File: config.mk
export PLATFORM = sky130hd
export DESIGN_NAME = pal_cell
export DESIGN_NICKNAME = d
export VERILOG_FILES = /design/src/pal_pkg.sv /design/src/pal_cell.sv
export SDC_FILE = /design/constraint.sdc
export NUM_CORES = 1
export LEC_CHECK = 0
export ABC_AREA = 1
export BUFFER_PORTS_ARGS = -buffer_cell sky130_fd_sc_hd__buf_2
export CAP_MARGIN = 20
export CORE_ASPECT_RATIO = 0.9
export CORE_MARGIN = 4
export CORE_UTILIZATION = 40
export CTS_CLUSTER_DIAMETER = 60
export DETAILED_ROUTE_END_ITERATION = 8
export HOLD_SLACK_MARGIN = 0.1
export PLACE_DENSITY_LB_ADDON = 0.1
export SLEW_MARGIN = 30
export SYNTH_ARGS = -nofsm -noshare
export SYNTH_HDL_FRONTEND = slang
export SYNTH_SLANG_ARGS = --single-unit
export TNS_END_PERCENT = 10
File: constraint.sdc
create_clock -name clk -period 5.9 [get_ports clk]
set_input_delay 0.59 -clock clk [delete_from_list [all_inputs] [get_ports clk]]
set_output_delay 0.59 -clock clk [all_outputs]
set_load 0.02 [all_outputs]
File: src/pal_pkg.sv
// Package for the positional array list: command codes, widths, cell control word.
package pal_pkg;

    localparam int PAL_CAPACITY = 64;
    localparam int PAL_DW       = 32;
    localparam int PAL_GRP      = 8;
    localparam int PAL_GRP_W    = 3;
    localparam int PAL_PORT_W   = 7;

    typedef enum logic [2:0] {
        OP_CLEAR  = 3'd0,
        OP_INSERT = 3'd1,
        OP_DELETE = 3'd2,
        OP_LOCATE = 3'd3,
        OP_READ   = 3'd4
    } pal_op_t;

    // Broadcast to every cell in the cycle a command word is taken.
    typedef struct packed {
        logic go;
        logic go_ins;
        logic go_del;
        logic sel_en;
        logic match_en;
    } pal_ctrl_t;

endpackage

File: src/pal_cell.sv
// One list cell: holds one entry, shifts with its neighbors, flags a position or value hit.
module pal_cell #(
    parameter int CAPACITY = pal_pkg::PAL_CAPACITY,
    parameter int IDX      = 0
) (
    input  logic                                    clk,
    input  pal_pkg::pal_ctrl_t                      ctrl,
    input  logic [$clog2(CAPACITY)-1:0]             pidx,
    input  logic [pal_pkg::PAL_DW-1:0]              val,
    input  logic [$clog2(CAPACITY+1)-1:0]           count,
    input  logic [pal_pkg::PAL_DW-1:0]              left_entry,
    input  logic [pal_pkg::PAL_DW-1:0]              right_entry,
    output logic [pal_pkg::PAL_DW-1:0]              entry,
    output logic                                    hit,
    output logic [pal_pkg::PAL_DW-1:0]              hit_data
);
    import pal_pkg::*;

    localparam int IW = $clog2(CAPACITY);
    localparam int CW = $clog2(CAPACITY + 1);
    localparam logic [IW-1:0] MY_IDX = IW'(IDX);
    localparam logic [CW-1:0] MY_CNT = CW'(IDX);

    logic [PAL_DW-1:0] entry_reg, entry_next;
    logic              hit_reg, hit_next;
    logic [PAL_DW-1:0] hit_data_reg, hit_data_next;

    always_comb
    begin
        entry_next = entry_reg;
        if (ctrl.go_ins)
        begin
            if (MY_IDX == pidx)
                entry_next = val;
            else if (MY_IDX > pidx)
                entry_next = left_entry;
        end
        else if (ctrl.go_del)
        begin
            if (MY_IDX >= pidx)
                entry_next = right_entry;
        end
    end

    always_comb
    begin
        hit_next = (ctrl.sel_en && (MY_IDX == pidx))
                || (ctrl.match_en && (entry_reg == val) && (MY_CNT < count));
        // data is taken before the shift so delete returns the old entry
        hit_data_next = hit_next ? entry_reg : '0;
    end

    always_ff @(posedge clk)
    begin
        entry_reg <= entry_next;
        if (ctrl.go)
        begin
            hit_reg      <= hit_next;
            hit_data_reg <= hit_data_next;
        end
    end

    assign entry    = entry_reg;
    assign hit      = hit_reg;
    assign hit_data = hit_data_reg;

endmodule

==> results by group <==
Synth
  • Top cell type's share of synthesized area: 54.3%
  • Synth Cell Area: 3590 um2
  • Cells after synthesis: 412
  • Top cell type by total area after synthesis: edfxtp_1
  • Number of synthesis warnings: 0
  • Sequential area share after synthesis: 54.3%
  • Number of storage elements in the synthesis netlist: 65
  • Average size of a mapped cell: 8.72 um2
  • Unique masters post-synth: 18
  • Top area cells in the synthesized netlist: edfxtp_1, nand2_1, a21oi_1
  • Net Count, Synth: 527

Finish
  • Final cell count without fillers: 707
  • Share of cells above drive strength 1: 39.8%
  • Final antenna diode count: 0
  • Signed area change from the synthesized netlist to the final layout: 32.2%
  • Fin nets: 700
  • Commonest cells after routing, fill and taps aside: buf_2, nand2_1, a21oi_1
  • Most common cell after layout, fill and taps aside: buf_2

Placed design
  • Total placed cells including tap cells: 692
  • Global placer's final weighted congestion: 0.782
  • Estimated wirelength of the detail-placed design: 7.45 mm
  • Count of input and output buffers: 179

Floorplanning
  • Effective utilization at floorplan: 41.6%
  • Area of the die: 10,600 um2
  • Site row count: 32
  • Standard cell core area: 8650 um2
  • Die outline height: 97.9 um
  • Top-Level Pins: 180
  • Die Span X: 108 um

Timing
  • Slew of the pin with the lowest slew margin: 0.790 ns
  • Worst relative slew slack: 47.3%
  • Final setup fails: 0
  • Setup Skew: 0.00849 ns
  • Final hold viol count: 0
  • Setup TNS: 0 ns
  • RSZ-0062 raised after global routing: false
  • Crit path time final: 2.35 ns
  • Peak clock frequency supported by timing: 0.425 GHz
  • Share of the clock period used by the worst path: 39.9%
  • Count of final max-slew check failures: 0

Route
  • Post-route ant nets: 0
  • Number of detailed-route iterations in the first pass: 4
  • Number of DRC violations after detailed-routing iteration 0: 145
  • Final wirelength: 10.2 mm
  • Vias per cell: 4.70
  • DR vias: 3,322
  • DR DRC count: 0
  • Average wire length per cell after detail routing: 14.5 um

CTS
  • Clock tree from TritonCTS: yes
  • Sink count of the clock tree: 65
  • Count of hold-fix buffers inserted at cts: 0
  • CTS H-Tree Depth: 3
  • Master cell of the clock root buffer: clkbuf_8
  • Number of buffers created by CTS: 9
  • Maximum count of clock buffers along a single path: 2
  • Worst skew pair latency: 0.33 ns
  • Post-CTS setup buffers: 0
  • Clock edge transition at the registers on the reported setup and hold paths: 0.07 ns
  • Post_cts resized: 0

Status
  • Run status: complete, no violations

Critical path
  • Reg2Reg Depth: 9
  • CP startpoint kind: primary input
  • R2R setup slack: 3.85 ns
  • Critical path type: in -> reg
  • Delay contributed by the slowest stage of the critical path: 0.51 ns
  • Critical Path Slowest Stage Cell: inv_2
  • Required arrival time at the worst endpoint: 6.06 ns
  • Worst path arrival time: 2.52 ns
  • Peak fanout along the critical path: 34
  • Kind of capture point of the worst setup path: flop
  • Crit-path cells: buf_2, nor2_1, nand3_2, buf_4, inv_2, nand2_4, a21oi_1

Run
  • Max-cap violations: 0

Global route
  • Via count of the first global-routing pass: 3,335
  • First-pass GRT wire length: 16.4 mm
  • Total global routing track utilization: 19.6%
  • GRT overflow: 0
  • Number of antenna violations at the first check in global routing: 0
  • Maximum number of pins on one net before global-route repair: 35

Worst hold path
  • Class of the tightest hold or removal check: in -> reg
  • Number of stages on the worst hold path: 3

Power
  • Lkg Pwr: 2.23 nW
  • Maximum vdd drop: 0.000122 V
  • Power density over the cells: 200 nW/um2
cells by family (layout without fill, tap and decap cells):
family,Yosys count,count (layout),synth area share (%)
AND/OR/NAND/NOR,156,156,16.8
flip-flops,65,65,54.3
AO/OA/AOI/OAI,104,104,17.6
XOR/XNOR,10,10,2.44
buffers and inverters,77,253,8.88
per-layer routing:
| metal | up-vias | GRT usage [%] | wire length [um] |
|---|---|---|---|
| met5 | - | 0 | 0 |
| met1 | 1501 | 24.6 | 4310 |
| met4 | 0 | 4.85 | 122 |
| li1 | 1686 | - | - |
| met2 | 125 | 33.4 | 5000 |
| met3 | 10 | 5.42 | 814 |
where the power goes:
group          switching, mW  leakage (nW)  internal [mW]
logic                 0.0686          1.50         0.0528
registers            0.00350         0.651          0.518
clock network          0.160        0.0778          0.146
synthesized netlist by cell type:
master,n
nand2_1,97
a21oi_1,67
edfxtp_1,65
inv_1,54
nor2_1,51
a21oi_2,29
xnor2_1,10
clkbuf_1,9
buf_2,6
o21ai_0,6
nand3_1,5
inv_2,4
buf_6,3
nor2_2,2
a21boi_1,1
buf_1,1
nand3_2,1
o21ai_1,1
path summary, 6_finish.rpt:
| check | endpoint | startpoint |
|---|---|---|
| max | hit_data[27] | pidx[1] |
| max reg2reg | hit_data[27] | entry[2] |
| min | entry[27] | right_entry[27] |
| min reg2reg | hit_data[5] | entry[5] |
final cells by class:
cell class / count / area (um2)
clock buffer: 10 / 128
clock inverter: 4 / 22.5
fill: 852 / 3900
inverter: 58 / 218
multi-input combinational: 270 / 1350
sequential: 65 / 1950
tap: 119 / 149
timing repair buffer: 181 / 931
critical path, delay by kind of cell:
family	cells	cell delay [ns]
simple gates	3	0.71
compound gates	1	0.29
buf+inv	3	0.87
through the flow:
step	power (mW)	setup WS (ns)	utilization [%]	hold WS, ns	area [um2]
6_report	0.948	3.55	54.9	0.575	4750
3_3_place_gp	0.651	2.96	52.7	0.582	4560
5_1_grt	0.994	3.37	54.9	0.574	4750
4_1_cts	0.958	3.53	54.6	0.552	4720
2_1_floorplan	0.586	2.95	-	0.702	3590
3_5_place_dp	0.654	3.18	52.9	0.603	4570
Power figures use the tool's default switching activity.
