===== src/pal_pkg.sv =====
// Package for the positional array list: command codes, widths, cell control word.
package pal_pkg;

    localparam int PAL_CAPACITY = 64;
    localparam int PAL_DW       = 32;
    localparam int PAL_GRP      = 8;
    localparam int PAL_GRP_W    = 3;
    localparam int PAL_PORT_W   = 7;

    typedef enum logic [2:0] {
        OP_CLEAR  = 3'd0,
        OP_INSERT = 3'd1,
        OP_DELETE = 3'd2,
        OP_LOCATE = 3'd3,
        OP_READ   = 3'd4
    } pal_op_t;

    // Broadcast to every cell in the cycle a command word is taken.
    typedef struct packed {
        logic go;
        logic go_ins;
        logic go_del;
        logic sel_en;
        logic match_en;
    } pal_ctrl_t;

endpackage


===== src/pal_group.sv =====
// Registered reduction of one group of cell hits: any hit, first hit index, OR of hit data.
module pal_group (
    input  logic                                            clk,
    input  logic [pal_pkg::PAL_GRP-1:0]                     hits,
    input  logic [pal_pkg::PAL_GRP*pal_pkg::PAL_DW-1:0]     data,
    output logic                                            any,
    output logic [pal_pkg::PAL_GRP_W-1:0]                   first,
    output logic [pal_pkg::PAL_DW-1:0]                      data_or
);
    import pal_pkg::*;

    logic                 any_next;
    logic [PAL_GRP_W-1:0] first_next;
    logic [PAL_DW-1:0]    data_or_next;
    logic                 any_reg;
    logic [PAL_GRP_W-1:0] first_reg;
    logic [PAL_DW-1:0]    data_or_reg;

    always_comb
    begin
        any_next     = |hits;
        first_next   = '0;
        data_or_next = '0;
        for (int k = PAL_GRP - 1; k >= 0; k--)
        begin
            if (hits[k])
                first_next = PAL_GRP_W'(k);
            data_or_next = data_or_next | data[k*PAL_DW +: PAL_DW];
        end
    end

    always_ff @(posedge clk)
    begin
        any_reg     <= any_next;
        first_reg   <= first_next;
        data_or_reg <= data_or_next;
    end

    assign any     = any_reg;
    assign first   = first_reg;
    assign data_or = data_or_reg;

endmodule


===== config.mk =====
export PLATFORM = sky130hd
export DESIGN_NAME = pal_group
export DESIGN_NICKNAME = d
export VERILOG_FILES = /design/src/pal_pkg.sv /design/src/pal_group.sv
export SDC_FILE = /design/constraint.sdc
export NUM_CORES = 1
export LEC_CHECK = 0
export BUFFER_PORTS_ARGS = -buffer_cell sky130_fd_sc_hd__buf_4
export CORE_AREA = 8 8 110 112
export CTS_CLUSTER_DIAMETER = 60
export DETAILED_ROUTE_END_ITERATION = 7
export DIE_AREA = 0 0 118 120
export GPL_ROUTABILITY_DRIVEN = 0
export PLACE_DENSITY = 0.5
export SLEW_MARGIN = 25
export SYNTH_ARGS = -nofsm -noshare
export SYNTH_HDL_FRONTEND = slang
export SYNTH_SLANG_ARGS = --single-unit

===== constraint.sdc =====
create_clock -name clk -period 0.8 [get_ports clk]
set_input_delay 0.16 -clock clk [delete_from_list [all_inputs] [get_ports clk]]
set_output_delay 0.16 -clock clk [all_outputs]
set_load 0.02 [all_outputs]

==> results of run 1 <==
[stage by stage]
| step | total power, uW | worst slack, ns | util (%) |
|---|---|---|---|
| 2_1_floorplan | 1950 | 0.137 | - |
| 3_3_place_gp | 2990 | -0.0687 | 35.8 |
| 3_5_place_dp | 3010 | -0.0515 | 35.8 |
| 4_1_cts | 4860 | -0.166 | 38.7 |
| 5_1_grt | 5000 | -0.177 | 38.7 |
| 6_report | 4750 | -0.135 | 38.7 |
[cell type report]
type                       instances  share of cell area [%]
clock inverter                     1                   0.738
inverter                           1                  0.0922
sequential                        36                    18.8
multi-input combinational        109                    14.7
timing repair buffer             302                    59.0
clock buffer                       7                    2.37
tap                              140                    4.30
[power breakdown]
| group | leakage [uW] | internal, uW | switching [uW] |
|---|---|---|---|
| Clock | 0.0000645 | 1100 | 677 |
| Sequential | 0.000276 | 1810 | 6.34 |
| Combinational | 0.00155 | 883 | 280 |
[worst min path at each step]
stage             endpoint  slack, ns  depth (start not counted)
5_1_grt           first[1]       0.03                          2
3_3_place_gp    data_or[9]       0.34                          3
3_5_place_dp   data_or[14]       0.34                          3
2_1_floorplan     first[1]       0.23                          1
6_report       data_or[14]       0.04                          3
4_1_cts           first[1]       0.03                          2
[layer usage]
layer	vias up	GRT usage, %	part of all wire (%)
li1	1194	-	-
met1	1058	12.7	35
met2	156	25.1	53
met3	17	6.11	9.9
met4	0	5.52	2.5
met5	-	0	0
[synthesized netlist by cell type]
master / count / area share [%]
o41ai_1: 1 / 0.66
nor2_1: 3 / 0.85
dfxtp_1: 36 / 54
nor4_1: 65 / 31
nand2_1: 33 / 9.4
o21ai_0: 1 / 0.38
nor4_2: 1 / 0.95
nor2b_1: 2 / 0.95
a21oi_1: 2 / 0.76
a211oi_1: 1 / 0.57
inv_1: 1 / 0.28
[cells by family (layout without fill, tap and decap cells)]
| logic type | Yosys count | after routing | share of synthesized area, % |
|---|---|---|---|
| simple gates | 104 | 104 | 42.9 |
| buf+inv | 1 | 311 | 0.284 |
| flops | 36 | 36 | 54.5 |
| compound gates | 5 | 5 | 2.37 |
==> reports/metrics.cfg, run 1 <==
[worst_setup_path]
timing.critical_path.slowest_cell_delay_ns = 0.36
critical_path.endpoint_type = primary output
crit_path_cell_trace = buf_6
crit_start = data_or[27]
timing.critical_path.slowest_stage_cell = dfxtp_2
cp_data_required_time_ns = 0.64
worstSetupPathType = reg2out
setup.worst_path.start_class = flop
critical_path.top_delay_family = flip-flops
critical_path_buf_inv_count = 1
arrival_ns = 0.78
worst-path-max-fanout = 1
worst-path-stages = 1
crit_end = data_or[27]

[clocking]
tritoncts.num_buffers = 5
clk_transition_reported_paths_ns = 0.08
cts_hold_buf = 0
cts_setup_buffers = 0
tritoncts_num_sinks = 36
cts.path.max_buffers = 2
htree_num_levels = 2
ctsResizeCount = 72
tritoncts = built
cts-root-buf = clkbuf_8

[timing]
grt_setup_unrepaired = true
worst_slew_pin_slew_ns = 0.290
finalWorstPathRequiredPeriod_ns = 0.935
final_cycle_share_pct = 117
slew_viol_final = 0
final-hold-violation-count = 0
total_setup_violations_reported_at_the_end_of_the_flow = 36
worst_slew_margin_rel_pct = 80.4
fin_setup_tns_ns = -3.26
whs_ns = 0.0420
max_freq_ghz = 1.07
post-route-worst-setup-slack_ns = -0.135

[final_layout]
drive_gt1_share_pct = 76.1
final_area_um2 = 4070
seqCellArea_um2 = 766
multi_input_area_um2 = 598
num-fill-cells = 1076
area.growth.synth_to_final_pct = 208
design.final.nets = 720
layout.cells.most_common_list = buf_4, nor4_1, dfxtp_2, buf_6, nand2_1
stdcell_count = 596
antennaDiodeCount = 0
largest_reg_flops = 32
layout.cells.most_common = buf_4

[place]
detailed_place.area_um2 = 3760
post-dp-hpwl_um = 9200
port_buffers = 300
dpl.cell_count = 588

[run_status]
status = finished, violations left
failed_checks = negative setup slack

[logic_synthesis]
netlist-cell-type-count = 11
synth_seq_area_share_pct = 54.5
postSynthRegisterBits = 36
syn_area_um2 = 1320
synth_cells = 146
ys.warnings.count = 0
mappedNetlistNets = 411
avgSynthCellArea_um2 = 9.06

[power_and_ir_drop]
power.leakage_uw = 0.00189
pwr_density_cell_nw_per_um2 = 1170
irDropWorstVdd_mv = 0.955

[worst_hold_path]
hold_path_startpoint = data[14]
worst_hold_path_type = in2reg

[die]
die_height_um = 120
die_width_um = 118
num_rows = 38
core_area_um2 = 10500
design.portCount = 301
die_area_um2 = 14200
start_util_pct = 12.6

[routing]
drt_first_iter_violations = 41
drt-total-wl_um = 10000
via_count = 2425
vias_per_cell = 4.07
drc = 0
detail_route.first_pass.iterations = 4
antenna_left = 0
avgRoutedWirePerCell_um = 16.8

[grt]
grt_util_all_layers_pct = 13.5
first_global_vias = 2843
grt_max_degree = 12
grt_first_pass_wirelength_um = 14900
global_route_overflow = 0
antenna_found_initial = 0

[run]
drv.max_cap_violation_count = 0

No activity file was read; power rests on OpenSTA's default activity.
==> run 2: changes to the inputs <==
--- a/config.mk
+++ b/config.mk
@@ -5,13 +5,15 @@
 export SDC_FILE = /design/constraint.sdc
 export NUM_CORES = 1
 export LEC_CHECK = 0
+export ABC_AREA = 1
 export BUFFER_PORTS_ARGS = -buffer_cell sky130_fd_sc_hd__buf_4
-export CORE_AREA = 8 8 110 112
+export CAP_MARGIN = 5
+export CORE_AREA = 8 8 111 113
 export CTS_CLUSTER_DIAMETER = 60
 export DETAILED_ROUTE_END_ITERATION = 7
-export DIE_AREA = 0 0 118 120
+export DIE_AREA = 0 0 119 121
 export GPL_ROUTABILITY_DRIVEN = 0
-export PLACE_DENSITY = 0.5
+export PLACE_DENSITY = 0.49
 export SLEW_MARGIN = 25
 export SYNTH_ARGS = -nofsm -noshare
 export SYNTH_HDL_FRONTEND = slang
==> run 2 against run 1 <==
  * Highest routed layer is now met5
  * First-iteration DRC count grew 4.9%
  * Sequential share of layout area rose by 0.16 points
  * Total power shrank 10%
  * Flip-flop and latch count unchanged
  * Combinational power barely moved
  * Global-route usage decreased by 0.93 points
  * Critical path depth stayed put
  * Wire length shrank 1.8%
  * The flow still finishes with violations (negative setup slack)
  * Via count grew 0.37%
  * Largest cell class unchanged
  * Synthesized area grew 1.3%
==> reports/metrics.cfg, run 2 <==
[logic_synthesis]
synth_seq_area_share_pct = 53.8  ; was 54.5%
netlist-cell-type-count = 11  ; unchanged
synth_edf_count = 0  ; unchanged
synth_area_leader_cell = dfxtp_1  ; unchanged
top_cells_by_count_synth = nor4_1, nand2_1, dfxtp_1  ; was nor4_1, dfxtp_1, nand2_1
synth.top_cells.by_area = dfxtp_1, nor4_1, nand2_1  ; unchanged
top_count_cell_post_synth = nor4_1  ; unchanged
synth_top_flop_cell = dfxtp_1  ; unchanged
synth_async_sr_flop_share_pct = 0  ; unchanged
syn_area_um2 = 1340  ; was 1320 um^2
yosys.area.top_type_share_pct = 53.8  ; was 54.5%
postSynthRegisterBits = 36  ; unchanged
avgSynthCellArea_um2 = 8.70  ; was 9.06 um^2
mappedNetlistNets = 419  ; was 411
ys.warnings.count = 0  ; unchanged
synth_cells = 154  ; was 146

[clocking]
tritoncts.num_buffers = 5  ; unchanged
htree_num_levels = 2  ; unchanged
clk_transition_reported_paths_ns = 0.07  ; was 0.08 ns
tritoncts = built  ; unchanged
cts.path.max_buffers = 2  ; unchanged
tritoncts_num_sinks = 36  ; unchanged
cts_hold_buf = 0  ; unchanged
cts-root-buf = clkbuf_8  ; unchanged

[die]
die_width_um = 119  ; was 118 um
core_area_um2 = 10600  ; was 10500 um^2
die_height_um = 121  ; was 120 um
num_rows = 38  ; unchanged
die_area_um2 = 14400  ; was 14200 um^2
design.portCount = 301  ; unchanged
start_util_pct = 12.6  ; about the same

[worst_setup_path]
cp_data_required_time_ns = 0.64  ; about the same
crit_path_cell_trace = buf_6  ; unchanged
arrival_ns = 0.73  ; was 0.78 ns
worst-path-max-fanout = 1  ; unchanged
timing.critical_path.slowest_stage_cell = dfxtp_2  ; unchanged
critical_path_buf_inv_count = 1  ; unchanged
timing.critical_path.slowest_cell_delay_ns = 0.34  ; was 0.36 ns
critical_path.endpoint_type = primary output  ; unchanged
critical_path.top_delay_family = flip-flops  ; unchanged
setup.worst_path.start_class = flop  ; unchanged
worstSetupPathType = reg2out  ; unchanged

[power_and_ir_drop]
irDropWorstVdd_mv = 0.520  ; was 0.955 mV
pwr_density_cell_nw_per_um2 = 1060  ; was 1170 nW/um^2
power.leakage_uw = 0.00191  ; was 0.00189 uW
finalPower_uw = 4270  ; was 4750 uW

[timing]
worst_slew_margin_rel_pct = 77.4  ; was 80.4%
whs_ns = 0.0337  ; was 0.0420 ns
post-route-worst-setup-slack_ns = -0.0900  ; was -0.135 ns
final-hold-violation-count = 0  ; unchanged
finalWorstPathRequiredPeriod_ns = 0.890  ; was 0.935 ns
final_cycle_share_pct = 111  ; was 117%
total_setup_violations_reported_at_the_end_of_the_flow = 36  ; unchanged
worst_slew_pin_slew_ns = 0.336  ; was 0.290 ns
max_freq_ghz = 1.12  ; was 1.07 GHz
slew_viol_final = 0  ; unchanged
grt_setup_unrepaired = true  ; unchanged

[grt]
grt_max_degree = 11  ; was 12
grt_util_all_layers_pct = 12.6  ; was 13.5%
grt_first_pass_wirelength_um = 14100  ; was 14900 um
antenna_found_initial = 1  ; was 0
global_route_overflow = 0  ; unchanged
first_global_vias = 2690  ; was 2843

[final_layout]
drive_gt1_share_pct = 74.2  ; was 76.1%
layout.cells.most_common_list = buf_4, nor4_1, nand2_1  ; was buf_4, nor4_1, dfxtp_2, buf_6, nand2_1
multi_input_area_um2 = 589  ; was 598 um^2
stdcell_count = 602  ; was 596
layout.cells.most_common = buf_4  ; unchanged
seqCellArea_um2 = 766  ; unchanged
num-fill-cells = 1075  ; was 1076
antennaDiodeCount = 0  ; unchanged
area.growth.synth_to_final_pct = 201  ; was 208%
largest_reg_flops = 32  ; unchanged
design.final.nets = 726  ; was 720

[run_status]
failed_checks = negative setup slack  ; unchanged
status = finished, violations left  ; unchanged

[routing]
via_count = 2434  ; was 2425
vias_per_cell = 4.04  ; was 4.07
drc = 0  ; unchanged
drt-total-wl_um = 9860  ; was 10000 um
avgRoutedWirePerCell_um = 16.4  ; was 16.8 um
detail_route.first_pass.iterations = 4  ; unchanged
antenna_left = 0  ; unchanged
drt_first_iter_violations = 43  ; was 41

[place]
post-dp-hpwl_um = 9180  ; was 9200 um
port_buffers = 300  ; unchanged
dpl.cell_count = 594  ; was 588

[run]
drv.max_cap_violation_count = 0  ; unchanged

[worst_hold_path]
worst_hold_path_type = in2reg  ; unchanged

run 2: cell count changes after synthesis, moves of 2 or more:
cell     before  now
nor2b_1       2    0
nand2_1      33   39
nor2_1        3    1
inv_1         1    8
run 2: area by class of cell:
class | count | share of cell area, %
Clock buffer | 8 | 2.23
Inverter | 8 | 0.744
Multi-Input combinational cell | 110 | 14.6
Sequential cell | 36 | 19.0
Tap cell | 140 | 4.34
Timing Repair Buffer | 300 | 59.1
run 2: timing repair:
action | 4_1_cts | 5_1_grt
setup endpoints to repair | 36 | 36
hold endpoints to repair | 0 | 0
resized for setup | 72 | 0
pin swaps | 0 | 0
buffers inserted | 0 | 0
run 2: where the power goes:
group | total [uW] | switching, uW | internal [uW]
combinational | 1140 | 264 | 875
sequential | 1810 | 5.84 | 1810
clock | 1320 | 620 | 703
total | 4270 | 889 | 3380
run 2: metrics by stage:
step	area [um^2]	util, %	worst slack (ns)	TNS [ns]
final	4040	38.1	-0.0900	-2.87
after global routing	4040	38.1	-0.132	-4.21
after CTS	4040	38.1	-0.115	-3.67
after detailed placement	3770	35.5	-0.107	-0.321
after global placement	3770	35.5	-0.0675	-0.195
after floorplan	1340	-	0.111	0
run 2: path summary, 6_finish.rpt:
check	startpoint	to	cells after the start
worst min-delay path	hits[0]	first[0]	2
worst max-delay path	data_or[21]	data_or[21]	1
run 2: logic make-up after synthesis:
kind of cell	share of synthesized area [%]
DFF	53.8
buffers and inverters	2.24
AOI/OAI and AO/OA	0.840
and+or+nand+nor	43.1
run 2: per-layer routing:
metal	vias up	track usage [%]	wire length, um
met4	2	3.32	138
li1	1203	-	-
met1	1038	10.1	3010
met3	12	7.77	1310
met2	179	24.7	5390
met5	-	0	13
==> run 3: changes to the inputs <==
--- a/config.mk
+++ b/config.mk
@@ -9,11 +9,13 @@
 export BUFFER_PORTS_ARGS = -buffer_cell sky130_fd_sc_hd__buf_4
 export CAP_MARGIN = 5
 export CORE_AREA = 8 8 111 113
+export CTS_BUF_LIST = sky130_fd_sc_hd__clkbuf_8
 export CTS_CLUSTER_DIAMETER = 60
 export DETAILED_ROUTE_END_ITERATION = 7
 export DIE_AREA = 0 0 119 121
 export GPL_ROUTABILITY_DRIVEN = 0
 export PLACE_DENSITY = 0.49
+export SKIP_LAST_GASP = 1
 export SLEW_MARGIN = 25
 export SYNTH_ARGS = -nofsm -noshare
 export SYNTH_HDL_FRONTEND = slang
==> constraint.sdc (replaced) <==
create_clock -name clk -period 0.8 [get_ports clk]
set_input_delay 0.16 -clock clk [delete_from_list [all_inputs] [get_ports clk]]
set_output_delay 0.16 -clock clk [all_outputs]
set_load 0.01 [all_outputs]
==> run 3 against run 2 <==
  * Design area hardly changed
  * Setup slack gained 0.010 ns
  * Non-clock buffer count unchanged
  * Combinational power hardly changed
  * Cell count stayed put
  * Largest power group unchanged
  * Sequential power about the same
  * Clock power is essentially flat
  * Hold slack barely moved
  * The run still ends with negative setup slack left
  * Critical path depth is the same
==> reports/metrics.cfg, run 3 (synthesized netlist as in run 2, its figures left out) <==
[power_and_ir_drop]
finalPower_uw = 4240  ; was 4270 uW
pwr-share-clk_pct = 30.6  ; was 30.9%
power.share.sequential_pct = 42.7  ; was 42.4%
pwr-share-comb_pct = 26.6  ; was 26.7%
internal-power_uw = 3360  ; was 3380 uW
power_switching_uw = 882  ; was 889 uW
pwr_density_cell_nw_per_um2 = 1050  ; was 1060 nW/um^2
power.leakage_uw = 0.00192  ; was 0.00191 uW
irDropWorstVdd_mv = 0.504  ; was 0.520 mV
power.share.switching_pct = 20.8  ; about the same

[clocking]
cts-root-buf = clkbuf_8  ; unchanged
tritoncts.num_buffers = 5  ; unchanged
tritoncts = built  ; unchanged
cts.path.max_buffers = 2  ; unchanged
htree_num_levels = 2  ; unchanged
cts_hold_buf = 0  ; unchanged
clk_transition_reported_paths_ns = 0.07  ; about the same
cts_setup_buffers = 0  ; unchanged
tritoncts_num_sinks = 36  ; unchanged

[grt]
grt_util_all_layers_pct = 12.6  ; about the same
grt_first_pass_wirelength_um = 14100  ; about the same
antenna_found_initial = 1  ; unchanged
grt_max_degree = 11  ; unchanged
first_global_vias = 2692  ; was 2690
global_route_overflow = 0  ; unchanged

[timing]
max_freq_ghz = 1.14  ; was 1.12 GHz
slew_viol_final = 0  ; unchanged
post-route-worst-setup-slack_ns = -0.0799  ; was -0.0900 ns
final-hold-violation-count = 0  ; unchanged
whs_ns = 0.0337  ; about the same
total_setup_violations_reported_at_the_end_of_the_flow = 36  ; unchanged
worst_slew_pin_slew_ns = 0.336  ; unchanged
final_cycle_share_pct = 110  ; was 111%
grt_setup_unrepaired = true  ; unchanged
finalWorstPathRequiredPeriod_ns = 0.880  ; was 0.890 ns
worst_slew_margin_rel_pct = 77.4  ; unchanged

[die]
start_util_pct = 12.6  ; unchanged
die_area_um2 = 14400  ; unchanged
die_height_um = 121  ; unchanged
num_rows = 38  ; unchanged
die_width_um = 119  ; unchanged
design.portCount = 301  ; unchanged
core_area_um2 = 10600  ; unchanged

[worst_setup_path]
worstSetupPathType = reg2out  ; unchanged
critical_path_buf_inv_count = 1  ; unchanged
timing.critical_path.slowest_stage_cell = dfxtp_2  ; unchanged
worst-path-max-fanout = 1  ; unchanged
timing.critical_path.slowest_cell_delay_ns = 0.32  ; was 0.34 ns
critical_path.endpoint_type = primary output  ; unchanged
setup.worst_path.start_class = flop  ; unchanged
critical_path.top_delay_family = flip-flops  ; unchanged
crit_path_cell_trace = buf_6  ; unchanged
cp_data_required_time_ns = 0.64  ; about the same
arrival_ns = 0.72  ; was 0.73 ns

[final_layout]
drive_gt1_share_pct = 74.0  ; was 74.2%
layout.cells.most_common = buf_4  ; unchanged
antennaDiodeCount = 0  ; unchanged
largest_reg_flops = 32  ; unchanged
area.growth.synth_to_final_pct = 201  ; about the same
layout.cells.most_common_list = buf_4, nor4_1, nand2_1  ; unchanged
design.final.nets = 726  ; unchanged
num-fill-cells = 1075  ; unchanged

[routing]
route.met3.wl_um = 1300  ; was 1310 um
route.layer.met1.wl_um = 3020  ; was 3010 um
routed-wl-met2_um = 5390  ; about the same
antenna_left = 0  ; unchanged
vias_per_cell = 4.03  ; was 4.04
drt_first_iter_violations = 44  ; was 43
drt-total-wl_um = 9860  ; about the same
detail_route.first_pass.iterations = 4  ; unchanged
top_signal_layer_used = met5  ; unchanged
avgRoutedWirePerCell_um = 16.4  ; about the same
via_count = 2429  ; was 2434
drc = 0  ; unchanged

[run_status]
status = finished, violations left  ; unchanged
failed_checks = negative setup slack  ; unchanged

[place]
port_buffers = 300  ; unchanged
post-dp-hpwl_um = 9180  ; unchanged

[worst_hold_path]
worst_hold_path_type = in2reg  ; unchanged

[run]
drv.max_cap_violation_count = 0  ; unchanged

-- run 3: changes by cell type in the layout (fill, tap and decap cells not counted), sizes merged --
| cell | before | now |
|---|---|---|
| clkbuf | 8 | 6 |
| inv | 8 | 10 |
-- run 3: layout make-up --
cell class              instances  area, um^2  share of cell area (%)
clock buffers                   6        82.6                    2.05
clock inverters                 2        7.51                   0.186
inverters                       8        30.0                   0.744
multi-input cells             110         589                    14.6
flip-flops and latches         36         764                    18.9
well taps                     140         175                    4.34
repair buffers                300        2390                    59.1
-- run 3: routing by layer --
| layer | track usage (%) | vias up |
|---|---|---|
| met5 | 0 | - |
| met4 | 3.32 | 2 |
| met3 | 7.77 | 12 |
| met2 | 24.8 | 175 |
| met1 | 10.1 | 1037 |
| li1 | - | 1203 |
-- run 3: per-stage QoR --
| step | cells | instance area (um^2) | TNS, ns | worst slack [ns] | utilization, % |
|---|---|---|---|---|---|
| after global routing | 602 | 4040 | -3.86 | -0.122 | 38.1 |
| after CTS | 602 | 4020 | -3.30 | -0.103 | 38.0 |
| after global placement | 594 | 3770 | -0.195 | -0.0675 | 35.5 |
| after floorplan | 154 | 1340 | 0 | 0.111 | - |
| after detailed placement | 594 | 3770 | -0.321 | -0.107 | 35.5 |
| final | 602 | 4040 | -2.52 | -0.0799 | 38.1 |
-- run 3: power groups by stage --
stage / registers [uW] / clock network, uW / logic [uW]
floorplan: 1860 / 0 / 88.4
global placement: 1850 / 0 / 1110
detailed placement: 1850 / 0 / 1130
CTS: 1810 / 1400 / 1140
global route: 1810 / 1480 / 1210
finish: 1810 / 1300 / 1130
-- run 3: worst paths after layout --
path              slack, ns  cells after the start          end         from
setup / recovery      -0.08                      1  data_or[13]  data_or[13]
hold / removal         0.03                      2     first[0]      hits[0]
-- run 3: what timing repair did --
action / CTS / global route
gates resized for setup: 61 / 10
setup endpoints to repair: 36 / 36
hold endpoints to repair: 0 / 0
